File: src/rtl/core/dkfe_pkg.sv
// Package with types, constants and the entropy table of the k-mer feature extractor.
package dkfe_pkg;

    // Geometry of one k-mer and of the lane split.
    localparam int KMER_BASES = 21;
    localparam int BASE_W     = 2;
    localparam int KMER_W     = KMER_BASES * BASE_W;
    localparam int LANES      = 3;
    localparam int LANE_BASES = KMER_BASES / LANES;
    localparam int LANE_W     = LANE_BASES * BASE_W;
    localparam int LANE_CW    = $clog2(LANE_BASES + 1);
    localparam int COUNT_W    = 5;
    localparam int DIST_W     = 3;
    localparam int ENT_W      = 16;
    localparam int ESUM_W     = ENT_W + 2;
    localparam int NUM_SYMS   = 4;

    // Base codes.
    localparam logic [BASE_W-1:0] BASE_A = 2'd0;
    localparam logic [BASE_W-1:0] BASE_C = 2'd1;
    localparam logic [BASE_W-1:0] BASE_G = 2'd2;
    localparam logic [BASE_W-1:0] BASE_T = 2'd3;

    // What one lane reports about its slice of bases.
    typedef struct packed {
        logic [NUM_SYMS-1:0][LANE_CW-1:0] cnt;
        logic [BASE_W-1:0]                first;
        logic [BASE_W-1:0]                last;
        logic [LANE_CW-1:0]               head;
        logic [LANE_CW-1:0]               tail;
        logic [LANE_CW-1:0]               best;
        logic                             uniform;
    } t_lane_sum;

    // Merged features of a whole k-mer, before the entropy lookup.
    typedef struct packed {
        logic [NUM_SYMS-1:0][COUNT_W-1:0] cnt;
        logic [COUNT_W-1:0]               gc;
        logic [COUNT_W-1:0]               best;
        logic [DIST_W-1:0]                distinct;
    } t_merge;

    // Entropy term -(c/21)*log2(c/21) in unsigned Q0.16, rounded to nearest.
    function automatic logic [ENT_W-1:0] ent_q16(input logic [COUNT_W-1:0] c);
        logic [ENT_W-1:0] v;
        unique case (c)
            5'd0:    v = 16'd0;
            5'd1:    v = 16'd13707;
            5'd2:    v = 16'd21173;
            5'd3:    v = 16'd26283;
            5'd4:    v = 16'd29863;
            5'd5:    v = 16'd32306;
            5'd6:    v = 16'd33842;
            5'd7:    v = 16'd34624;
            5'd8:    v = 16'd34761;
            5'd9:    v = 16'd34333;
            5'd10:   v = 16'd33404;
            5'd11:   v = 16'd32024;
            5'd12:   v = 16'd30235;
            5'd13:   v = 16'd28069;
            5'd14:   v = 16'd25557;
            5'd15:   v = 16'd22724;
            5'd16:   v = 16'd19589;
            5'd17:   v = 16'd16173;
            5'd18:   v = 16'd12493;
            5'd19:   v = 16'd8562;
            5'd20:   v = 16'd4393;
            default: v = 16'd0;
        endcase
        return v;
    endfunction

endpackage

File: src/rtl/core/dna_kmer_feature_extractor_unit.sv
// A result item passes three register stages on its way to the output, the first
// one loaded at the edge that accepts its k-mer.
// Throughput: one item per cycle unless the output stalls; three lanes of seven bases each feed a
// merge stage, then an entropy lookup stage, each behind its own register.
// A waiting result does not block intake until all three stages are full.
// Reset (synchronous, active low) clears the stage valid flags only.
// Top level of the k-mer feature extractor: lanes, merge and entropy pipeline.
module dna_kmer_feature_extractor_unit (
    input  logic                          i_clk,
    input  logic                          i_rst_n,
    input  logic                          i_valid,
    output logic                          o_stall,
    input  logic [dkfe_pkg::KMER_W-1:0]   i_kmer_code,
    output logic                          o_valid,
    input  logic                          i_stall,
    output logic [dkfe_pkg::KMER_W-1:0]   o_kmer_echo,
    output logic [dkfe_pkg::COUNT_W-1:0]  o_count_a,
    output logic [dkfe_pkg::COUNT_W-1:0]  o_count_c,
    output logic [dkfe_pkg::COUNT_W-1:0]  o_count_g,
    output logic [dkfe_pkg::COUNT_W-1:0]  o_count_t,
    output logic [dkfe_pkg::COUNT_W-1:0]  o_gc_count,
    output logic [dkfe_pkg::COUNT_W-1:0]  o_longest_run,
    output logic [dkfe_pkg::DIST_W-1:0]   o_distinct_bases,
    output logic [dkfe_pkg::ENT_W-1:0]    o_entropy_half
);

    dkfe_pkg::t_lane_sum [dkfe_pkg::LANES-1:0] w_lanes;
    dkfe_pkg::t_lane_sum [dkfe_pkg::LANES-1:0] r_s1_lanes;
    dkfe_pkg::t_merge                          w_merge;
    dkfe_pkg::t_merge                          r_s2_merge;
    logic [dkfe_pkg::KMER_W-1:0]               r_s1_code;
    logic [dkfe_pkg::KMER_W-1:0]               r_s2_code;
    logic                                      r_s1_vld;
    logic                                      r_s2_vld;
    logic                                      r_s3_vld;
    logic                                      n_s1_vld;
    logic                                      n_s2_vld;
    logic                                      n_s3_vld;
    logic                                      w_rdy1;
    logic                                      w_rdy2;
    logic                                      w_rdy3;
    logic                                      w_in_acc;
    logic [dkfe_pkg::ESUM_W-1:0]               w_esum;
    logic [dkfe_pkg::ESUM_W-2:0]               w_ehalf;
    logic [dkfe_pkg::ENT_W-1:0]                w_ent;

    // Lanes work side by side on consecutive slices of the k-mer.
    for (genvar l = 0; l < dkfe_pkg::LANES; l++) begin : g_lane
        dkfe_lane u_lane (
            .i_bases (i_kmer_code[dkfe_pkg::KMER_W-1-l*dkfe_pkg::LANE_W -: dkfe_pkg::LANE_W]),
            .o_sum   (w_lanes[l])
        );
    end

    dkfe_merge u_merge (
        .i_lanes (r_s1_lanes),
        .o_merge (w_merge)
    );

    // A stage may load when it is empty or its contents move on this cycle.
    assign w_rdy3   = !r_s3_vld || !i_stall;
    assign w_rdy2   = !r_s2_vld || w_rdy3;
    assign w_rdy1   = !r_s1_vld || w_rdy2;
    assign o_stall  = !w_rdy1;
    assign w_in_acc = i_valid && w_rdy1;

    assign n_s1_vld = w_rdy1 ? i_valid  : r_s1_vld;
    assign n_s2_vld = w_rdy2 ? r_s1_vld : r_s2_vld;
    assign n_s3_vld = w_rdy3 ? r_s2_vld : r_s3_vld;

    // Entropy: four table terms, summed, halved and saturated.
    always_comb begin
        w_esum = dkfe_pkg::ESUM_W'(dkfe_pkg::ent_q16(r_s2_merge.cnt[dkfe_pkg::BASE_A]))
               + dkfe_pkg::ESUM_W'(dkfe_pkg::ent_q16(r_s2_merge.cnt[dkfe_pkg::BASE_C]))
               + dkfe_pkg::ESUM_W'(dkfe_pkg::ent_q16(r_s2_merge.cnt[dkfe_pkg::BASE_G]))
               + dkfe_pkg::ESUM_W'(dkfe_pkg::ent_q16(r_s2_merge.cnt[dkfe_pkg::BASE_T]));
        w_ehalf = w_esum[dkfe_pkg::ESUM_W-1:1];
        if (w_ehalf[dkfe_pkg::ESUM_W-2]) begin
            w_ent = '1;
        end else begin
            w_ent = w_ehalf[dkfe_pkg::ENT_W-1:0];
        end
    end

    // Stage valid flags.
    always_ff @(posedge i_clk) begin
        if (!i_rst_n) begin
            r_s1_vld <= 1'b0;
            r_s2_vld <= 1'b0;
            r_s3_vld <= 1'b0;
        end else begin
            r_s1_vld <= n_s1_vld;
            r_s2_vld <= n_s2_vld;
            r_s3_vld <= n_s3_vld;
        end
    end

    // Stage payload registers.
    always_ff @(posedge i_clk) begin
        if (w_in_acc) begin
            r_s1_lanes <= w_lanes;
            r_s1_code  <= i_kmer_code;
        end
        if (w_rdy2 && r_s1_vld) begin
            r_s2_merge <= w_merge;
            r_s2_code  <= r_s1_code;
        end
        if (w_rdy3 && r_s2_vld) begin
            o_kmer_echo      <= r_s2_code;
            o_count_a        <= r_s2_merge.cnt[dkfe_pkg::BASE_A];
            o_count_c        <= r_s2_merge.cnt[dkfe_pkg::BASE_C];
            o_count_g        <= r_s2_merge.cnt[dkfe_pkg::BASE_G];
            o_count_t        <= r_s2_merge.cnt[dkfe_pkg::BASE_T];
            o_gc_count       <= r_s2_merge.gc;
            o_longest_run    <= r_s2_merge.best;
            o_distinct_bases <= r_s2_merge.distinct;
            o_entropy_half   <= w_ent;
        end
    end

    assign o_valid = r_s3_vld;

endmodule

File: src/rtl/core/dkfe_lane.sv
// One lane: base counts and run statistics over a seven-base slice of the k-mer.
module dkfe_lane (
    input  logic [dkfe_pkg::LANE_W-1:0] i_bases,
    output dkfe_pkg::t_lane_sum         o_sum
);

    // Walk the slice from its first base, tracking counts and runs.
    always_comb begin
        logic [dkfe_pkg::BASE_W-1:0]  b;
        logic [dkfe_pkg::BASE_W-1:0]  prev;
        logic [dkfe_pkg::LANE_CW-1:0] run;
        logic [dkfe_pkg::LANE_CW-1:0] best;
        logic [dkfe_pkg::LANE_CW-1:0] head;
        logic                         head_open;

        o_sum     = '0;
        prev      = i_bases[dkfe_pkg::LANE_W-1 -: dkfe_pkg::BASE_W];
        run       = dkfe_pkg::LANE_CW'(1);
        best      = dkfe_pkg::LANE_CW'(1);
        head      = dkfe_pkg::LANE_CW'(1);
        head_open = 1'b1;
        o_sum.cnt[prev] = dkfe_pkg::LANE_CW'(1);

        for (int i = 1; i < dkfe_pkg::LANE_BASES; i++) begin
            b = i_bases[dkfe_pkg::LANE_W-1-i*dkfe_pkg::BASE_W -: dkfe_pkg::BASE_W];
            o_sum.cnt[b] = o_sum.cnt[b] + dkfe_pkg::LANE_CW'(1);
            if (b == prev) begin
                run = run + dkfe_pkg::LANE_CW'(1);
            end else begin
                run = dkfe_pkg::LANE_CW'(1);
            end
            if (run > best) begin
                best = run;
            end
            if (head_open && (b == prev)) begin
                head = head + dkfe_pkg::LANE_CW'(1);
            end else begin
                head_open = 1'b0;
            end
            prev = b;
        end

        o_sum.first   = i_bases[dkfe_pkg::LANE_W-1 -: dkfe_pkg::BASE_W];
        o_sum.last    = prev;
        o_sum.head    = head;
        o_sum.tail    = run;
        o_sum.best    = best;
        o_sum.uniform = head_open;
    end

endmodule

File: src/rtl/core/dkfe_merge.sv
// Merge stage: joins the lane results into counts, GC count, longest run and distinct bases.
module dkfe_merge (
    input  dkfe_pkg::t_lane_sum [dkfe_pkg::LANES-1:0] i_lanes,
    output dkfe_pkg::t_merge                          o_merge
);

    // Combine lanes in base order; a run may cross lane boundaries.
    always_comb begin
        logic [dkfe_pkg::COUNT_W-1:0] best;
        logic [dkfe_pkg::COUNT_W-1:0] tail;
        logic [dkfe_pkg::COUNT_W-1:0] joined;
        logic [dkfe_pkg::DIST_W-1:0]  present;

        o_merge = '0;
        best    = dkfe_pkg::COUNT_W'(i_lanes[0].best);
        tail    = dkfe_pkg::COUNT_W'(i_lanes[0].tail);
        joined  = '0;
        present = '0;

        for (int l = 1; l < dkfe_pkg::LANES; l++) begin
            if (i_lanes[l].first == i_lanes[l-1].last) begin
                joined = tail + dkfe_pkg::COUNT_W'(i_lanes[l].head);
                if (joined > best) begin
                    best = joined;
                end
                if (i_lanes[l].uniform) begin
                    tail = joined;
                end else begin
                    tail = dkfe_pkg::COUNT_W'(i_lanes[l].tail);
                end
            end else begin
                tail = dkfe_pkg::COUNT_W'(i_lanes[l].tail);
            end
            if (dkfe_pkg::COUNT_W'(i_lanes[l].best) > best) begin
                best = dkfe_pkg::COUNT_W'(i_lanes[l].best);
            end
        end

        // Per-base totals and the number of bases that occur.
        for (int s = 0; s < dkfe_pkg::NUM_SYMS; s++) begin
            for (int l = 0; l < dkfe_pkg::LANES; l++) begin
                o_merge.cnt[s] = o_merge.cnt[s] + dkfe_pkg::COUNT_W'(i_lanes[l].cnt[s]);
            end
            if (o_merge.cnt[s] != '0) begin
                present = present + dkfe_pkg::DIST_W'(1);
            end
        end

        o_merge.gc       = o_merge.cnt[dkfe_pkg::BASE_C] + o_merge.cnt[dkfe_pkg::BASE_G];
        o_merge.best     = best;
        o_merge.distinct = present;
    end

endmodule

File: config.mk
export PLATFORM = sky130hd
export DESIGN_NAME = dna_kmer_feature_extractor_unit
export DESIGN_NICKNAME = d
export VERILOG_FILES = /design/src/rtl/core/dkfe_pkg.sv /design/src/rtl/core/dna_kmer_feature_extractor_unit.sv /design/src/rtl/core/dkfe_lane.sv /design/src/rtl/core/dkfe_merge.sv
export SDC_FILE = /design/constraint.sdc
export NUM_CORES = 1
export LEC_CHECK = 0
export BUFFER_PORTS_ARGS = -buffer_cell sky130_fd_sc_hd__buf_2
export CORE_ASPECT_RATIO = 1.75
export CORE_MARGIN = 2
export CORE_UTILIZATION = 65
export DETAILED_ROUTE_END_ITERATION = 16
export GPL_ROUTABILITY_DRIVEN = 0
export PLACE_DENSITY = 0.85
export RECOVER_POWER = 25
export SKIP_LAST_GASP = 1
export SLEW_MARGIN = 20
export SYNTH_ARGS = -nofsm -noshare
export SYNTH_HDL_FRONTEND = slang
export SYNTH_SLANG_ARGS = --single-unit
File: constraint.sdc
create_clock -name i_clk -period 22.9 [get_ports i_clk]
set_input_delay 3.435 -clock i_clk [delete_from_list [all_inputs] [get_ports i_clk]]
set_output_delay 3.435 -clock i_clk [all_outputs]
set_load 0.005 [all_outputs]
# After elaboration in Yosys (flattened, before gate mapping)

Memory sizes are Yosys's and may differ from the RTL's. A register that Yosys moved wholly into a read port is not among the register bits.
Index checks and enable logic that the tools add are counted.

Register bits: 277
Bits in read-only memories: 2048
Input port bits: 46
Output and inout port bits: 93
Word-level logic and storage cells: 406
Memories kept: 4

Memory list:

| memory          | depth | bits a word | read ports | clocked after Yosys merged registers in | wr ports | RTL line       | source |
|---|---|---|---|---|---|---|---|
| (no name shown) | 32    | 16          | 1          | 1                                       | 0        | dkfe_pkg.sv:46 | `unique case (c)` |
| (no name shown) | 32    | 16          | 1          | 1                                       | 0        | dkfe_pkg.sv:46 |  |
| (no name shown) | 32    | 16          | 1          | 1                                       | 0        | dkfe_pkg.sv:46 |  |
| (no name shown) | 32    | 16          | 1          | 1                                       | 0        | dkfe_pkg.sv:46 |  |

$add $sub $neg: 58
Order comparisons: 64
Eq/ne operators: 20
Multiplexer cells: 168
Reductions and logical operators: 46

Operator list:

| operator                                                          | count |
|---|---|
| 2-to-1 mux 3 bit                                                  | 83 |
| bitwise mux 12 bit                                                | 18 |
| adder 3 x 1 -> 3 bit, second input constant                       | 43 |
| demux 3 bit (select 2 bit)                                        | 21 |
| binary-select mux 3 bit (select 2 bit)                            | 18 |
| < comparator 2 x 3 -> 1 bit, second input constant                | 21 |
| 2-to-1 mux 5 bit                                                  | 11 |
| greater-than comparator 3 bit                                     | 15 |
| greater-or-equal comparator 2 x 1 -> 1 bit, second input constant | 21 |
| equality test 2 bit                                               | 20 |
| logical AND 1 bit                                                 | 34 |
| adder 5 x 3 -> 5 bit                                              | 5 |
| adder 3 x 3 -> 4 bit                                              | 5 |
| nonzero test 5 bit                                                | 4 |
| adder 17 x 16 -> 18 bit                                           | 1 |
| adder 18 x 16 -> 18 bit                                           | 1 |
| adder 16 x 16 -> 17 bit                                           | 1 |
| 2-to-1 mux 2 bit                                                  | 6 |
| 2-to-1 mux 1 bit                                                  | 11 |
| greater-than comparator 3 x 5 -> 1 bit                            | 2 |
| greater-than comparator 2 x 1 -> 1 bit, second input constant     | 3 |
| adder 5 bit                                                       | 1 |
| greater-than comparator 5 x 3 -> 1 bit                            | 1 |
| greater-than comparator 5 bit                                     | 1 |
| 3 further kinds                                                   | 9 |

# Depth between registers and ports, before layout

Gate-level depths: netlist of run 1.

Word-level depth: 28
Gate-level depth with buffers: 34
Depth with buffers taken out: 33

# Hierarchy

From an unflattened synthesis of run 1, not the netlist that was laid out.

Cells, all modules: 2398
Area, all modules: 24805.0 um^2

Modules (own cells, without submodules):

| module                          | instances | cells an instance | area each (um^2) | seq. area each (um^2) |
|---|---|---|---|---|
| dna_kmer_feature_extractor_unit | 1         | 1091              | 15041.9          | 9929.5 |
| dkfe_lane (g_lane[1].u_lane)    | 1         | 388               | 2752.6           | 0.0 |
| dkfe_lane (g_lane[0].u_lane)    | 1         | 381               | 2731.4           | 0.0 |
| dkfe_lane (g_lane[2].u_lane)    | 1         | 318               | 2437.3           | 0.0 |
| dkfe_merge                      | 1         | 220               | 1841.8           | 0.0 |

# Worst setup path after synthesis of run 1

Ideal clock, no wire load.

Path kind: input to register
Start point: in i_stall
End point: reg o_count_a[0] (netlist name) (enable)
Library setup time: 0.678 ns
Arrival: 10.038 ns
Data required time: 22.222 ns
Path slack: 12.184 ns
Stages: 1
Buffers on the path: 0
Cells stage by stage: a21boi_0

Cells in the longest elaborated chain, start to end: 3

RTL lines:

| item                 | RTL line                               | source |
|---|---|---|
| start, declared      | dna_kmer_feature_extractor_unit.sv:15  | `input logic i_stall,` |
| zero test 1 bit      | dna_kmer_feature_extractor_unit.sv:61  | `assign w_rdy3 = !r_s3_vld \|\| !i_stall;` |
| logical OR 1 bit     | dna_kmer_feature_extractor_unit.sv:61  |  |
| logical AND 1 bit    | dna_kmer_feature_extractor_unit.sv:108 | `if (w_rdy3 && r_s2_vld) begin` |
| end signal, assigned | dna_kmer_feature_extractor_unit.sv:110 | `o_count_a <= r_s2_merge.cnt[dkfe_pkg::BASE_A];` |
| end, declared        | dna_kmer_feature_extractor_unit.sv:17  | `output logic [dkfe_pkg::COUNT_W-1:0] o_count_a,` |

Every way passes these cells.
A chain may end at the register's enable or synchronous reset.

==> impl_metrics.csv, run 1 <==
group,metric,value,unit
global_routing,grt.overflow.total,0,
clocking,root_buffer,"clkbuf_16",
sta,fin_crit_sh,43.0,%
global_routing,grt_use_total,30.2,%
worst_setup_path,cp_data_arrival_time,10.29,ns
yosys,ys_warn_count,0,
global_routing,grt_use_met1,28.5,%
floorplan,dieArea,35300,um2
sta,max-slew-margin-rel,26.7,%
power,power_density,145,nW/um2
detailed_routing,vias,16848,
outcome,outcome,"finished, final reports clean",
clocking,clk_latency,0.57,ns
power,ir_drop,83.3,uV
clocking,cts_tree,"yes",
sta,fin_tns_setup,0,ns
yosys,seq_area_frac_synth,42.5,%
placed_design,place.port_buffers,138,
clocking,post-cts-setup-buffers,0,
yosys,synth_fp_nets,2370,
global_routing,antenna_found_initial,0,
global_routing,top_usage_layer,"met2",
global_routing,use_met3,3.74,%
global_routing,first_global_vias,16822,
floorplan,die_w,143,um
layout,design_area,23900,um2
layout,nNetsFinal,2460,
layout,nFillCells,2319,
layout,area_delta_synth_final,8.95,%
clocking,cts_buffers,29,
clocking,cts_hold_buf,0,
sta,fmax,0.101,GHz
detailed_routing,drc,0,
detailed_routing,detail-route-antenna-nets,0,
placed_design,hpwl,39.8,mm
yosys,avgSynthCellArea,10.4,um2
global_routing,grt_pass1_wl,84.0,mm
worst_setup_path,start_kind,"input pin",
clocking,cts_buffer_depth,3,
hold_path,min_path_type,"register to register",
global_routing,grtUsageMet2,57.0,%
detailed_routing,viasPerCell,6.28,
clocking,cts_sinks,333,
yosys,syn_inst,2115,
yosys,synth_edf_count,266,
clocking,clk_pin_slew,0.07,ns
detailed_routing,drt_iter0_drc,1128,
sta,worst_slew_pin_slew,1.10,ns
sta,hold_violations,0,
placed_design,place_area,23000,um2
floorplan,io_pins,139,
yosys,ys_async_sr_fraction,0,%
layout,layout-drive-gt1-share,12.3,%
yosys,ys_seq_elements,333,
detailed_routing,dr.pass1.iters,6,
yosys,synth_cell_type_count,74,
sta,finalMaxSlewViolations,0,
global_routing,grt_max_degree,76,
floorplan,start_util,65.5,%
detailed_routing,routed_wl,53.0,mm
yosys,synth_area,22000,um2
worst_setup_path,cp-end-kind,"register",
yosys,synth_top_flop_cell,"edfxtp_1",
sta,clock_skew,0.0130,ns
layout,instances_no_fill,2682,
floorplan,rows,89,
placed_design,dpl_worst_slack,12.87,ns
floorplan,core_area,33500,um2
floorplan,chipHeight,247,um
worst_setup_path,path_class,"input pin to register",
detailed_routing,wl_per_cell,19.7,um
worst_setup_path,critPathRequiredTime,23.33,ns
placed_design,dp.cells,2629,
clocking,htreeDepth,1,
layout,diodes,0,
sta,min_period,9.85,ns
worst_setup_path,path_max_fanout,12,
clocking,cts_resized,0,
sta,finalWorstSetupSlack,13.05,ns
power,leakage,9.54,nW
layout,fin_util,71.4,%
sta,rsz0062_at_grt,"false",
flow_run,drv_cap,0,
sta,setup_viol,0,
[worst max-delay path, cell delays in order]
cell and delay [ns]:
clkbuf_1 0.43, nor2b_1 0.38, a21oi_1 0.08, nand2_1 0.09, o21ai_0 0.08, o22ai_1 0.16
a21oi_1 0.08, ha_1 0.35, mux2_2 0.30, nand2_1 0.07, o21ai_0 0.07, mux2_2 0.29
ha_1 0.34, mux2_2 0.29, mux4_2 0.46, ha_1 0.34, mux2_2 0.29, mux4_2 0.47
ha_1 0.36, mux2_2 0.31, mux4_2 0.46, ha_1 0.28, and3_1 0.24, nor3_1 0.25
o21bai_1 0.15, o211a_1 0.14, nand4_1 0.09
[synth_stat cells (39+ instances only)]
cell / count / area [um2]
xnor2_1: 124 / 1090
o21ai_0: 107 / 536
nor3_1: 41 / 205
inv_1: 120 / 450
fa_1: 43 / 861
nand2_1: 189 / 709
nor2b_1: 41 / 257
ha_1: 166 / 2080
nor2_1: 141 / 529
mux2i_1: 39 / 390
clkbuf_1: 75 / 282
a21oi_1: 142 / 711
nand3_1: 55 / 275
dfxtp_1: 67 / 1340
xor2_1: 73 / 639
mux2_2: 66 / 743
edfxtp_1: 266 / 7990
[cells by family (layout without fill, tap and decap cells)]
| family | count (synthesis) | in the layout | synth area share, % |
|---|---|---|---|
| mux | 123 | 123 | 7.01 |
| flops | 333 | 333 | 42.5 |
| buf+inv | 215 | 327 | 3.74 |
| xor+xnor | 197 | 197 | 7.86 |
| simple gates | 591 | 591 | 12.9 |
| fa+ha+maj | 210 | 210 | 13.4 |
| compound gates | 446 | 446 | 12.6 |
[metal layers]
metal	part of all wire, %	up-vias
met4	9.7	0
met1	31	7955
met5	0	-
met2	54	817
met3	5.1	310
li1	-	7766
[final timing paths]
path	to	cells past startpoint	slack, ns	start
max	r_s1_lanes[25]	27	13.05	i_kmer_code[37]
min	r_s2_code[35]	0	0.42	r_s1_code[35]
max reg2reg	r_s2_merge[3]	29	15.44	r_s1_lanes[33]
min reg2reg	r_s2_code[35]	0	0.42	r_s1_code[35]
[where the power goes]
part / internal [mW] / switching, mW
combinational: 0.831 / 1.16
clock: 0.276 / 0.226
sequential: 0.883 / 0.0893
[final cells by class]
cell class	count	area (um2)	area share [%]
Multi-Input combinational cell	1567	11800	49.5
Sequential cell	333	9330	39.0
Clock buffer	35	768	3.21
Timing Repair Buffer	152	757	3.16
Tap cell	455	569	2.38
Inverter	122	459	1.92
Clock inverter	18	199	0.832
[metrics by stage]
| step | hold WS, ns | power [mW] |
|---|---|---|
| floorplan | 0.400 | 2.45 |
| global placement | 0.401 | 2.81 |
| detailed placement | 0.405 | 2.92 |
| CTS | 0.418 | 3.45 |
| global route | 0.422 | 3.73 |
| finish | 0.416 | 3.47 |
[layout by cell type (no fill, tap or decap), types with 10 or more instances in the layout]
master and n:
ha_1 166, o21a_1 20, and3_1 13, a21oi_1 141, nor2_1 141, mux2i_1 36, o21ai_0 107, inv_1 119
clkbuf_1 35, o211ai_1 15, mux4_2 18, nand3b_1 19, nand2b_1 27, a21o_1 30, xnor2_1 124, fa_1 43
dfxtp_1 67, o2111ai_1 10, buf_2 107, and2_1 19, mux2_2 66, nand3_1 55, o22ai_1 16, nand2_1 189
edfxtp_1 266, clkbuf_16 29, a31oi_1 27, nor2b_1 40, nor3_1 41, xor2_1 73, buf_4 14, a211oi_1 19
Note: power is estimated with default switching activity, not from simulation.
==> run 2: changes to the inputs <==
--- a/config.mk
+++ b/config.mk
@@ -8,10 +8,10 @@
 export BUFFER_PORTS_ARGS = -buffer_cell sky130_fd_sc_hd__buf_2
 export CORE_ASPECT_RATIO = 1.75
 export CORE_MARGIN = 2
-export CORE_UTILIZATION = 65
+export CORE_UTILIZATION = 56
 export DETAILED_ROUTE_END_ITERATION = 16
 export GPL_ROUTABILITY_DRIVEN = 0
-export PLACE_DENSITY = 0.85
+export PLACE_DENSITY = 0.77
 export RECOVER_POWER = 25
 export SKIP_LAST_GASP = 1
 export SLEW_MARGIN = 20
==> constraint.sdc (replaced) <==
create_clock -name i_clk -period 8.4 [get_ports i_clk]
set_input_delay 1.26 -clock i_clk [delete_from_list [all_inputs] [get_ports i_clk]]
set_output_delay 1.26 -clock i_clk [all_outputs]
set_load 0.005 [all_outputs]
==> impl_metrics.csv, run 2 (synthesized netlist as in run 1, its figures left out) <==
group,metric,value,unit
power,finalPower,9.49,mW
sta,rsz0062_at_grt,"false",
layout,nFillCells,3154,
detailed_routing,detail-route-antenna-nets,0,
global_routing,grt_pass1_wl,82.3,mm
sta,setup_viol,0,
global_routing,grt_use_total,25.0,%
placed_design,place.port_buffers,138,
global_routing,grt_max_degree,73,
layout,layout-drive-gt1-share,11.8,%
power,ir_drop,256,uV
worst_setup_path,path_class,"input pin to register",
worst_setup_path,cp_data_arrival_time,8.11,ns
global_routing,antenna_found_initial,1,
global_routing,grt.overflow.total,0,
clocking,post-cts-setup-buffers,0,
detailed_routing,routed_wl,51.8,mm
detailed_routing,vias,16313,
sta,clock_skew,0.0104,ns
sta,max-slew-margin-rel,-84.7,%
clocking,clk_pin_slew,0.07,ns
outcome,outcome,"finished with violations",
sta,fmax,0.130,GHz
clocking,root_buffer,"clkbuf_16",
sta,min_period,7.68,ns
clocking,htreeDepth,1,
detailed_routing,dr.pass1.iters,6,
clocking,cts_resized,0,
placed_design,dp.cells,2664,
floorplan,io_pins,139,
clocking,cts_hold_buf,0,
placed_design,dpl_worst_slack,0.611,ns
clocking,cts_sinks,333,
clocking,cts_buffer_depth,3,
layout,final_common_cell,"edfxtp_1",
floorplan,rows,96,
detailed_routing,drt_iter0_drc,961,
worst_setup_path,cp-end-kind,"register",
worst_setup_path,critPathRequiredTime,8.84,ns
outcome,violations,"max-capacitance violations, max-slew violations",
layout,nNetsFinal,2461,
hold_path,min_path_type,"register to register",
layout,area_delta_synth_final,9.55,%
sta,hold_violations,0,
detailed_routing,viasPerCell,6.00,
floorplan,chipHeight,266,um
clocking,cts_buffers,30,
sta,fin_tns_setup,0,ns
global_routing,first_global_vias,16322,
worst_setup_path,start_kind,"input pin",
sta,finalMaxSlewViolations,21,
floorplan,dieArea,40900,um2
clocking,cts_tree,"yes",
layout,final_cell_mix,"edfxtp_1, nand2_1, ha_1",
floorplan,core_area,38900,um2
floorplan,die_w,154,um
sta,fin_crit_sh,91.4,%
flow_run,drv_cap,1,
detailed_routing,drc,0,
clocking,clk_latency,0.58,ns
power,power_density,395,nW/um2
power,leakage,9.54,nW
layout,instances_no_fill,2721,
floorplan,start_util,56.4,%
detailed_routing,wl_per_cell,19.0,um
worst_setup_path,path_max_fanout,12,
placed_design,hpwl,40.0,mm
sta,worst_slew_pin_slew,2.75,ns
sta,finalWorstSetupSlack,0.721,ns
[run 2: final timing paths]
| check | cells past startpoint | start | end | slack [ns] |
|---|---|---|---|---|
| setup / recovery | 27 | i_kmer_code[37] | r_s1_lanes[25] | 0.72 |
| hold / removal | 0 | r_s1_code[20] | r_s2_code[20] | 0.42 |
| setup reg to reg | 29 | r_s1_lanes[33] | r_s2_merge[3] | 0.83 |
| hold reg to reg | 0 | r_s1_code[20] | r_s2_code[20] | 0.42 |
[run 2: layer usage]
| layer | wire (um) | global-route usage (%) |
|---|---|---|
| met1 | 16600 | 23.7 |
| met2 | 28600 | 48.9 |
| met3 | 2440 | 2.85 |
| met4 | 4110 | 17.1 |
| met5 | 0 | 0 |
[run 2: cell type report]
class / instances / area (um2) / area share (%)
Multi-Input combinational cell: 1567 / 11800 / 49.2
Sequential cell: 333 / 9330 / 38.8
Tap cell: 490 / 613 / 2.55
Clock buffer: 35 / 791 / 3.29
Antenna cell: 1 / 2.50 / 0.0104
Clock inverter: 21 / 280 / 1.17
Inverter: 122 / 459 / 1.91
Timing Repair Buffer: 152 / 742 / 3.09
[run 2: where the power goes]
group | internal [mW] | switching, mW | total (mW)
sequential | 2.41 | 0.242 | 2.65
combinational | 2.25 | 3.09 | 5.35
clock | 0.864 | 0.626 | 1.49
[run 2: per-stage QoR]
stage | util, % | hold slack [ns] | instance area [um2]
finish | 61.8 | 0.420 | 24000
CTS | 61.9 | 0.417 | 24100
floorplan | - | 0.400 | 22000
global route | 61.8 | 0.423 | 24000
detailed placement | 59.2 | 0.405 | 23000
global placement | 59.2 | 0.401 | 23000
[run 2: worst max-delay path: stages]
cell and delay [ns]:
clkbuf_1 0.45, nor2b_1 0.41, a21oi_1 0.07, nand2_1 0.09
o21ai_0 0.10, o22ai_1 0.17, a21oi_1 0.06, ha_1 0.35
mux2_2 0.29, nand2_1 0.06, o21ai_0 0.08, mux2_2 0.30
ha_1 0.35, mux2_2 0.30, mux4_2 0.46, ha_1 0.35
mux2_2 0.30, mux4_2 0.48, ha_1 0.34, mux2_2 0.29
mux4_2 0.47, ha_1 0.28, and3_1 0.23, nor3_1 0.25
o21bai_1 0.12, o211a_1 0.11, nand4_1 0.09
==> run 3: changes to the inputs <==
--- a/config.mk
+++ b/config.mk
@@ -6,12 +6,14 @@
 export NUM_CORES = 1
 export LEC_CHECK = 0
 export BUFFER_PORTS_ARGS = -buffer_cell sky130_fd_sc_hd__buf_2
+export CELL_PAD_IN_SITES_DETAIL_PLACEMENT = 1
+export CELL_PAD_IN_SITES_GLOBAL_PLACEMENT = 2
 export CORE_ASPECT_RATIO = 1.75
 export CORE_MARGIN = 2
-export CORE_UTILIZATION = 56
+export CORE_UTILIZATION = 37
 export DETAILED_ROUTE_END_ITERATION = 16
 export GPL_ROUTABILITY_DRIVEN = 0
-export PLACE_DENSITY = 0.77
+export PLACE_DENSITY_LB_ADDON = 0.1
 export RECOVER_POWER = 25
 export SKIP_LAST_GASP = 1
 export SLEW_MARGIN = 20
==> constraint.sdc (replaced) <==
create_clock -name i_clk -period 6.55 [get_ports i_clk]
set_input_delay 0.9825 -clock i_clk [delete_from_list [all_inputs] [get_ports i_clk]]
set_output_delay 0.9825 -clock i_clk [all_outputs]
set_load 0.005 [all_outputs]
==> impl_metrics.csv, run 3 (synthesized netlist as in run 1, its figures left out) <==
group,metric,value,unit
outcome,outcome,"finished with violations",
outcome,violations,"max-capacitance violations, max-slew violations",
detailed_routing,detail-route-antenna-nets,0,
global_routing,first_global_vias,18478,
power,internal_power,7.66,mW
sta,min_period,6.39,ns
clocking,cts_buffer_depth,3,
sta,finalMaxSlewViolations,40,
placed_design,dpl_worst_slack,-0.444,ns
worst_setup_path,start_kind,"input pin",
detailed_routing,wl_per_cell,20.9,um
layout,nNetsFinal,2631,
layout,diodes,0,
sta,fmax,0.157,GHz
sta,rsz0062_at_grt,"true",
clocking,clk_pin_slew,0.07,ns
clocking,cts_hold_buf,0,
flow_run,drv_cap,1,
power,leakage,10.5,nW
hold_path,hold_start,"r_s2_code[37]",
clocking,clk_latency,0.57,ns
sta,hold_violations,0,
detailed_routing,routed_wl,66.6,mm
power,power_density,510,nW/um2
clocking,root_buffer,"clkbuf_16",
layout,instances_no_fill,3182,
clocking,cts_sinks,333,
sta,setup_viol,0,
placed_design,place.port_buffers,138,
worst_setup_path,timing.rr.start,"r_s1_lanes[33]",
floorplan,io_pins,139,
clocking,htreeDepth,2,
layout,layout-drive-gt1-share,21.0,%
floorplan,chipHeight,326,um
layout,area_delta_synth_final,19.4,%
power,p_clk_share,15.3,%
detailed_routing,drc,0,
power,ir_drop,339,uV
worst_setup_path,startpoint,"i_kmer_code[39]",
placed_design,hpwl,52.6,mm
detailed_routing,vias,16914,
layout,final_common_cell,"edfxtp_1",
sta,clock_skew,0.0212,ns
global_routing,grt_use_total,21.7,%
power,switchingPower,5.70,mW
sta,fin_tns_setup,0,ns
hold_path,min_path_type,"register to register",
worst_setup_path,slowest_delay,0.50,ns
clocking,cts_tree,"yes",
placed_design,dp.cells,3107,
worst_setup_path,cp-end-kind,"register",
global_routing,grt_pass1_wl,104,mm
power,power_frac_comb,59.6,%
layout,final_cell_mix,"edfxtp_1, nand2_1, buf_4",
power,power_frac_seq,25.1,%
floorplan,rows,118,
sta,finalWorstSetupSlack,0.163,ns
layout,fin_util,44.5,%
layout,multi_input_area,12300,um2
worst_setup_path,critPathRequiredTime,6.84,ns
sta,worst_slew_pin_slew,2.57,ns
detailed_routing,drt_iter0_drc,596,
floorplan,start_util,37.3,%
global_routing,grt.overflow.total,0,
sta,fin_crit_sh,97.5,%
floorplan,die_w,188,um
layout,regArea,9330,um2
floorplan,dieArea,61400,um2
detailed_routing,dr.pass1.iters,5,
power,sw_frac_of_total,42.7,%
sta,hold_ws,0.413,ns
worst_setup_path,path_max_fanout,7,
clocking,cts_buffers,35,
worst_setup_path,cp_data_arrival_time,6.68,ns
global_routing,grt_max_degree,60,
global_routing,antenna_found_initial,0,
floorplan,core_area,58900,um2
layout,nFillCells,6563,
sta,max-slew-margin-rel,-71.0,%
worst_setup_path,path_class,"input pin to register",
worst_setup_path,crit_slowest_cell,"mux4_2",
detailed_routing,viasPerCell,5.32,
-- run 3: cell types whose count changed in the layout (fill, tap and decap cells not counted), sizes merged --
cell | previous run | this run
diode | 1 | 0
bufinv | 6 | 3
clkbuf | 78 | 80
clkinv | 8 | 12
buf | 109 | 283
clkinvlp | 5 | 0
-- run 3: worst paths after layout --
check / to / slack (ns) / cells past startpoint
setup / recovery: r_s1_lanes[19] / 0.16 / 26
hold / removal: o_kmer_echo[37] / 0.41 / 0
hold reg to reg: o_kmer_echo[37] / 0.41 / 0
setup reg to reg: r_s2_merge[3] / 0.17 / 29
-- run 3: timing repair --
item | CTS | global route
pin swaps | 4 | 29
setup buffers | 4 | 8
setup endpoints to repair | 3 | 14
gates resized for setup | 9 | 55
-- run 3: metal layers --
layer  track usage [%]  vias to the layer above  wire, um
met1              20.9                     8462     22800
met2              45.5                      249     39600
met3              2.28                      107      1560
met4              8.82                        0      2660
li1                  -                     8096         -
met5                 0                        -         0
-- run 3: power by group through the flow --
stage | combinational [mW] | clock (mW) | sequential [mW]
final | 7.96 | 2.04 | 3.35
after global routing | 8.88 | 2.18 | 3.40
after CTS | 7.83 | 2.12 | 3.36
after detailed placement | 7.73 | 0 | 3.40
after global placement | 7.50 | 0 | 3.39
after floorplan | 5.30 | 0 | 3.29
-- run 3: cell type report --
| class | instances | area share, % |
|---|---|---|
| clock buffers | 46 | 3.66 |
| well taps | 780 | 3.72 |
| multi-input cells | 1567 | 47.0 |
| inverters | 122 | 1.76 |
| flip-flops and latches | 333 | 35.6 |
| repair buffers | 317 | 7.56 |
| clock inverters | 17 | 0.716 |
-- run 3: critical path: cells and delay by family --
kind | cells | cell delay, ns
AND/OR/NAND/NOR | 7 | 0.76
buffers and inverters | 3 | 0.52
multiplexers | 8 | 2.90
adder cells (fa/ha/maj) | 5 | 1.22
AO/OA/AOI/OAI | 2 | 0.19
XOR/XNOR | 1 | 0.11
-- run 3: stage by stage --
stage | cell area, um2 | power (mW)
global route | 26200 | 14.5
finish | 26200 | 13.4
detailed placement | 24700 | 11.1
CTS | 25900 | 13.3
floorplan | 22100 | 8.59
global placement | 24700 | 10.9
